[src/hw/rtl/ialu_pkg.sv]
// ialu_pkg: opcodes, status codes and operand type tags for the integer alu
// no dependencies

package ialu_pkg;

    localparam int unsigned DataW = 32;

    typedef enum logic [3:0] {
        OP_ADD = 4'd0,
        OP_SUB = 4'd1,
        OP_MUL = 4'd2,
        OP_DIV = 4'd3,
        OP_MOD = 4'd4,
        OP_AND = 4'd5,
        OP_OR  = 4'd6,
        OP_XOR = 4'd7,
        OP_EQ  = 4'd8,
        OP_NE  = 4'd9,
        OP_GE  = 4'd10,
        OP_LE  = 4'd11,
        OP_LT  = 4'd12,
        OP_GT  = 4'd13
    } t_op;

    typedef enum logic [1:0] {
        ST_OK     = 2'd0,
        ST_BAD_OP = 2'd1,
        ST_DIV0   = 2'd2
    } t_status;

    localparam logic [1:0] TYPE_S8  = 2'd0;
    localparam logic [1:0] TYPE_S16 = 2'd1;

    function automatic logic [DataW-1:0] widen(input logic [DataW-1:0] raw,
                                               input logic [1:0] tag);
        logic [DataW-1:0] v;
        begin
            case (tag)
                TYPE_S8:  v = {{(DataW-8){raw[7]}}, raw[7:0]};
                TYPE_S16: v = {{(DataW-16){raw[15]}}, raw[15:0]};
                default:  v = raw;
            endcase
            return v;
        end
    endfunction

endpackage

[src/hw/rtl/ialu_div.sv]
// ialu_div: pipelined unsigned divider, two quotient bits per stage, 16 stages
// depends on ialu_pkg

module ialu_div (
    input  logic                        i_clk,
    input  logic                        i_rst_n,
    input  logic                        i_valid,
    input  logic [ialu_pkg::DataW-1:0]  i_num,
    input  logic [ialu_pkg::DataW-1:0]  i_den,
    output logic [ialu_pkg::DataW-1:0]  o_quo,
    output logic [ialu_pkg::DataW-1:0]  o_rem
);
    import ialu_pkg::*;

    localparam int unsigned Stages = DataW / 2;

    logic [DataW-1:0] r_num [Stages];
    logic [DataW-1:0] r_rem [Stages];
    logic [DataW-1:0] r_den [Stages-1];
    logic [Stages-2:0] r_vld;

    for (genvar s = 0; s < Stages; s++) begin : g_stage
        logic [DataW-1:0] c_num;
        logic [DataW-1:0] c_den;
        logic [DataW-1:0] c_rem;
        logic             c_vld;
        logic [DataW-1:0] n_num;
        logic [DataW-1:0] n_rem;

        if (s == 0) begin : g_first
            assign c_num = i_num;
            assign c_den = i_den;
            assign c_rem = '0;
            assign c_vld = i_valid;
        end else begin : g_next
            assign c_num = r_num[s-1];
            assign c_den = r_den[s-1];
            assign c_rem = r_rem[s-1];
            assign c_vld = r_vld[s-1];
        end

        always_comb begin
            logic [DataW:0] t;
            logic [DataW-1:0] rem;
            logic [DataW-1:0] num;
            rem = c_rem;
            num = c_num;
            for (int k = 0; k < 2; k++) begin
                t = {rem, num[DataW-1]} - {1'b0, c_den};
                num = {num[DataW-2:0], ~t[DataW]};
                rem = t[DataW] ? {rem[DataW-2:0], c_num[DataW-1-k]} : t[DataW-1:0];
            end
            n_num = num;
            n_rem = rem;
        end

        always_ff @(posedge i_clk) begin
            if (c_vld) begin
                r_num[s] <= n_num;
                r_rem[s] <= n_rem;
            end
        end

        if (s < Stages - 1) begin : g_carry
            always_ff @(posedge i_clk) begin
                if (!i_rst_n) begin
                    r_vld[s] <= 1'b0;
                end else begin
                    r_vld[s] <= c_vld;
                end
                if (c_vld) begin
                    r_den[s] <= c_den;
                end
            end
        end
    end

    assign o_quo = r_num[Stages-1];
    assign o_rem = r_rem[Stages-1];

endmodule

[config.mk]
export PLATFORM = sky130hd
export DESIGN_NAME = ialu_div
export DESIGN_NICKNAME = d
export VERILOG_FILES = /design/src/hw/rtl/ialu_pkg.sv /design/src/hw/rtl/ialu_div.sv
export SDC_FILE = /design/constraint.sdc
export NUM_CORES = 2
export LEC_CHECK = 0
export BUFFER_PORTS_ARGS = -buffer_cell sky130_fd_sc_hd__buf_4
export CAP_MARGIN = 20
export CELL_PAD_IN_SITES_DETAIL_PLACEMENT = 1
export CELL_PAD_IN_SITES_GLOBAL_PLACEMENT = 1
export CORE_UTILIZATION = 50
export CTS_CLUSTER_DIAMETER = 200
export CTS_CLUSTER_SIZE = 12
export DETAILED_ROUTE_END_ITERATION = 16
export HOLD_SLACK_MARGIN = 0.15
export PLACE_DENSITY = 0.82
export SYNTH_ARGS = -nofsm -noshare
export SYNTH_HDL_FRONTEND = slang
export SYNTH_SLANG_ARGS = --single-unit
[constraint.sdc]
create_clock -name i_clk -period 10.8 [get_ports i_clk]
set_clock_uncertainty 0.1 [all_clocks]
set_input_delay 1.62 -clock i_clk [delete_from_list [all_inputs] [get_ports i_clk]]
set_output_delay 1.62 -clock i_clk [all_outputs]
set_load 0.005 [all_outputs]
==> impl_metrics.yaml <==
clock_network:
  clk_latency_ps: 850
  cts_hold_repair.buffers: 0
  clockBufferDepth: 3
  clock-sinks: 1519
  clk_transition_reported_paths_ps: 60
  ctsResizeCount: 0
  cts_tree: "done"
  h-tree-depth: 4
  clock-root-buffer: "clkbuf_16"
  cts_buffers: 144
  post_cts_buffers: 0
power:
  p_sw_share_pct: 32.5
  p_int_mw: 12.4
  p_comb_share_pct: 36.0
  powerDensity_mw_per_mm2: 159
  max-vdd-ir-drop_v: 0.000231
  p_switching_mw: 5.99
  power.total_mw: 18.4
  cellLeakagePower_nw: 47.5
  clockPowerShare_pct: 25.8
  pwr-share-seq_pct: 38.2
placement:
  dpl_worst_slack_ps: 1690
  detailed_place_hpwl_mm: 242
  dp.cells: 13000
  numPortBuffers: 130
  routabilityCongestion: 0.931
setup_path:
  crit_start: "r_num[1][159]"
  cp_max_fo: 31
  cp.arrival_ps: 9830
  r2r-start: "r_num[1][159]"
  r2r_slack_ps: 1440
  cp.required_ps: 11270
  worstSetupPathType: "reg2reg"
  r2r_end: "r_rem[1][190]"
  start_kind: "flip-flop"
  end_kind: "flip-flop"
  reg2reg_depth: 27
  cp-endpoint: "r_rem[1][190]"
yosys:
  synth.distinct_cells: 98
  synth-edff-count: 1504
  synth_cells: 10200
  synthTopCellsByArea: "edfxtp_1 42%, ha_1 12%, mux2_2 5.9%"
  synth_top_area_share_pct: 42.2
  ys_ff_latch: 1519
  synth_flop_cell: "edfxtp_1"
  async_flop_share_pct: 0
  yosys_warnings: 0
  syn_avg_cell_area_um2: 10.5
  ys_seq_area_share_pct: 42.5
  synth.cell_area_mm2: 0.107
  synth.largest_area_cell: "edfxtp_1"
final_layout:
  fill_cells: 23000
  multi_input_area_mm2: 0.0579
  seqCellArea_mm2: 0.0455
  drive_above_1_share_pct: 10.1
  fin_nets: 11400
  area_growth_pct: 8.09
  finalNonFillerCells: 13200
routing:
  finalWirelength_mm: 310
  drt-pass1-iter-count: 12
  drt_iter0_markers: 4885
  drc_errors: 20
  wl_per_cell_um: 23.4
  viasPerCell: 6.05
  ant_nets: 0
  routed-via-count: 79900
global_route:
  grt.met2_usage_pct: 50.1
  grt_pass1_wl_mm: 483
  grt_max_degree: 76
  grt_pass1_vias: 85400
  antenna_found_initial: 11
  grt.busiest_layer: "met2"
  use_met3_pct: 2.99
  grt_overflow_total: 0
  use_met1_pct: 35.0
  grt_usage_pct: 28.2
die:
  initial_core_util_pct: 50.4
  die_height_um: 465
  core_area_mm2: 0.212
  die_width_um: 465
  io_pins: 131
  row_count: 169
  die_area_mm2: 0.216
flow_run:
  cap_viol_max_count: 0
sta:
  relSlewSlack_pct: 20.5
  slew_viol_final: 0
  post-route-period-util_pct: 86.6
  setup-violations-final: 0
  rsz0062_at_grt: "false"
  clock.fmax_ghz: 0.107
  hold_viol_final: 0
  min_period_ps: 9360
  layout_setup_ws_ps: 1440
  setup_tns_ps: 0
  tightest_slew_ps: 1190
status:
  violations: "DRC"
  status: "finished, violations left"
min_path:
  min_path_type: "reg2reg"
-- final cells by class --
cell class / instances / area share, %
Multi-Input combinational cell: 7667 / 50.1
Sequential cell: 1519 / 39.4
Antenna cell: 11 / 0.0238
Clock buffer: 163 / 3.18
Clock inverter: 15 / 0.299
Inverter: 831 / 2.70
Tap cell: 2821 / 3.05
Timing Repair Buffer: 189 / 1.26
-- per-stage QoR --
| step | util (%) | hold slack [ps] | instance area (um^2) |
|---|---|---|---|
| global placement | 52.5 | 300 | 111000 |
| floorplan | - | 300 | 107000 |
| global route | 54.4 | 305 | 116000 |
| detailed placement | 52.5 | 305 | 112000 |
| CTS | 54.4 | 293 | 116000 |
| finish | 54.5 | 296 | 116000 |
-- placed cells by master, fill, tap and decap left out, types with 31 or more instances in the layout --
| master | count |
|---|---|
| edfxtp_1 | 1504 |
| ha_1 | 994 |
| a21oi_1 | 846 |
| inv_1 | 823 |
| nand2_1 | 599 |
| nor2_1 | 590 |
| xnor2_1 | 561 |
| mux2_2 | 558 |
| o21ai_0 | 537 |
| a21o_1 | 497 |
| xor2_1 | 277 |
| buf_4 | 185 |
| nor2b_1 | 153 |
| o21a_1 | 153 |
| nand2b_1 | 148 |
| nor3_1 | 146 |
| nand3_1 | 145 |
| clkbuf_16 | 144 |
| o21bai_1 | 128 |
| a211oi_1 | 92 |
| and3_1 | 88 |
| mux2i_1 | 82 |
| nand4_1 | 81 |
| a31oi_1 | 78 |
| mux2_1 | 68 |
| and2_1 | 61 |
| o211ai_1 | 54 |
| o31ai_1 | 54 |
| o21ai_1 | 47 |
| or3_1 | 35 |
| or2_2 | 33 |
| a21boi_0 | 33 |
| fa_1 | 31 |
-- synthesized netlist by cell type, types with 35 or more instances --
cell type / number
clkbuf_1: 145
nand2_1: 599
o21ai_1: 47
nand3_1: 145
o21ai_0: 537
ha_1: 994
a21o_1: 497
o21a_1: 153
mux2_1: 68
nor3_1: 146
nand2b_1: 148
mux2_2: 558
nor2b_1: 153
nor2_1: 592
and2_1: 61
a31oi_1: 78
nand4_1: 81
a21oi_1: 846
o211ai_1: 54
mux2i_1: 82
a211oi_1: 92
inv_1: 823
and3_1: 88
xnor2_1: 572
xor2_1: 286
or3_1: 35
o31ai_1: 54
edfxtp_1: 1504
o21bai_1: 128
-- metal layers --
layer  wire length, um  share of wire (%)
met1            131000                 42
met2            155000                 50
met3             11200                3.6
met4             11900                3.8
met5                25             0.0081
-- critical path, cell delays in order (launching register included) --
cell,delay [ps]
edfxtp_1,380
inv_1,70
ha_1,180
inv_1,70
fa_1,430
a211oi_1,280
nor2_1,140
o221ai_1,330
a31oi_1,280
a31oi_1,460
o21ai_1,180
a211o_1,340
a21oi_1,280
xnor2_2,320
buf_4,420
mux2_2,390
ha_1,340
o21a_1,190
o21a_1,200
a21boi_0,130
a41o_1,260
o31ai_1,550
o21ai_1,240
a31oi_1,490
o21ai_0,240
a31oi_1,450
xor2_4,850
mux2_2,440
-- power groups by stage --
stage          Combinational (mW)  Clock [mW]  Sequential (mW)
6_report                     6.63        4.75             7.03
5_1_grt                      7.24        5.03             7.05
4_1_cts                      6.62        4.88             7.04
3_5_place_dp                 6.53           0             7.16
3_3_place_gp                 6.21           0             7.16
2_1_floorplan                5.15           0             7.10
-- flip-flops by register name, indices dropped and copies added (netlist names) --
name	count
g_stage.c_vld	15
r_num	512
r_rem	512
r_den	480
-- logic make-up (layout without fill, tap and decap cells) --
kind of cell / after synthesis / after routing / synth area share [%]
AOI/OAI and AO/OA: 2829 / 2829 / 16.9
muxes: 735 / 735 / 7.74
and+or+nand+nor: 2199 / 2199 / 9.91
other: 1 / 26 / 0.00351
xor gates and xnor gates: 861 / 861 / 7.09
adders and majority gates: 1028 / 1028 / 12.2
DFF: 1519 / 1519 / 42.5
buffers and inverters: 1021 / 1198 / 3.64
-- worst min path at each step --
stage	startpoint	endpoint	slack, ps	depth (start not counted)
global route	r_num[1][72]	r_num[1][106]	300	0
global placement	r_num[1][177]	r_num[1][211]	300	0
detailed placement	r_num[0][111]	r_num[0][145]	310	0
floorplan	r_num[0][66]	r_num[0][100]	300	0
finish	r_num[1][72]	r_num[1][106]	300	0
CTS	r_num[1][72]	r_num[1][106]	290	0
No activity file was read; power rests on OpenSTA's default activity.
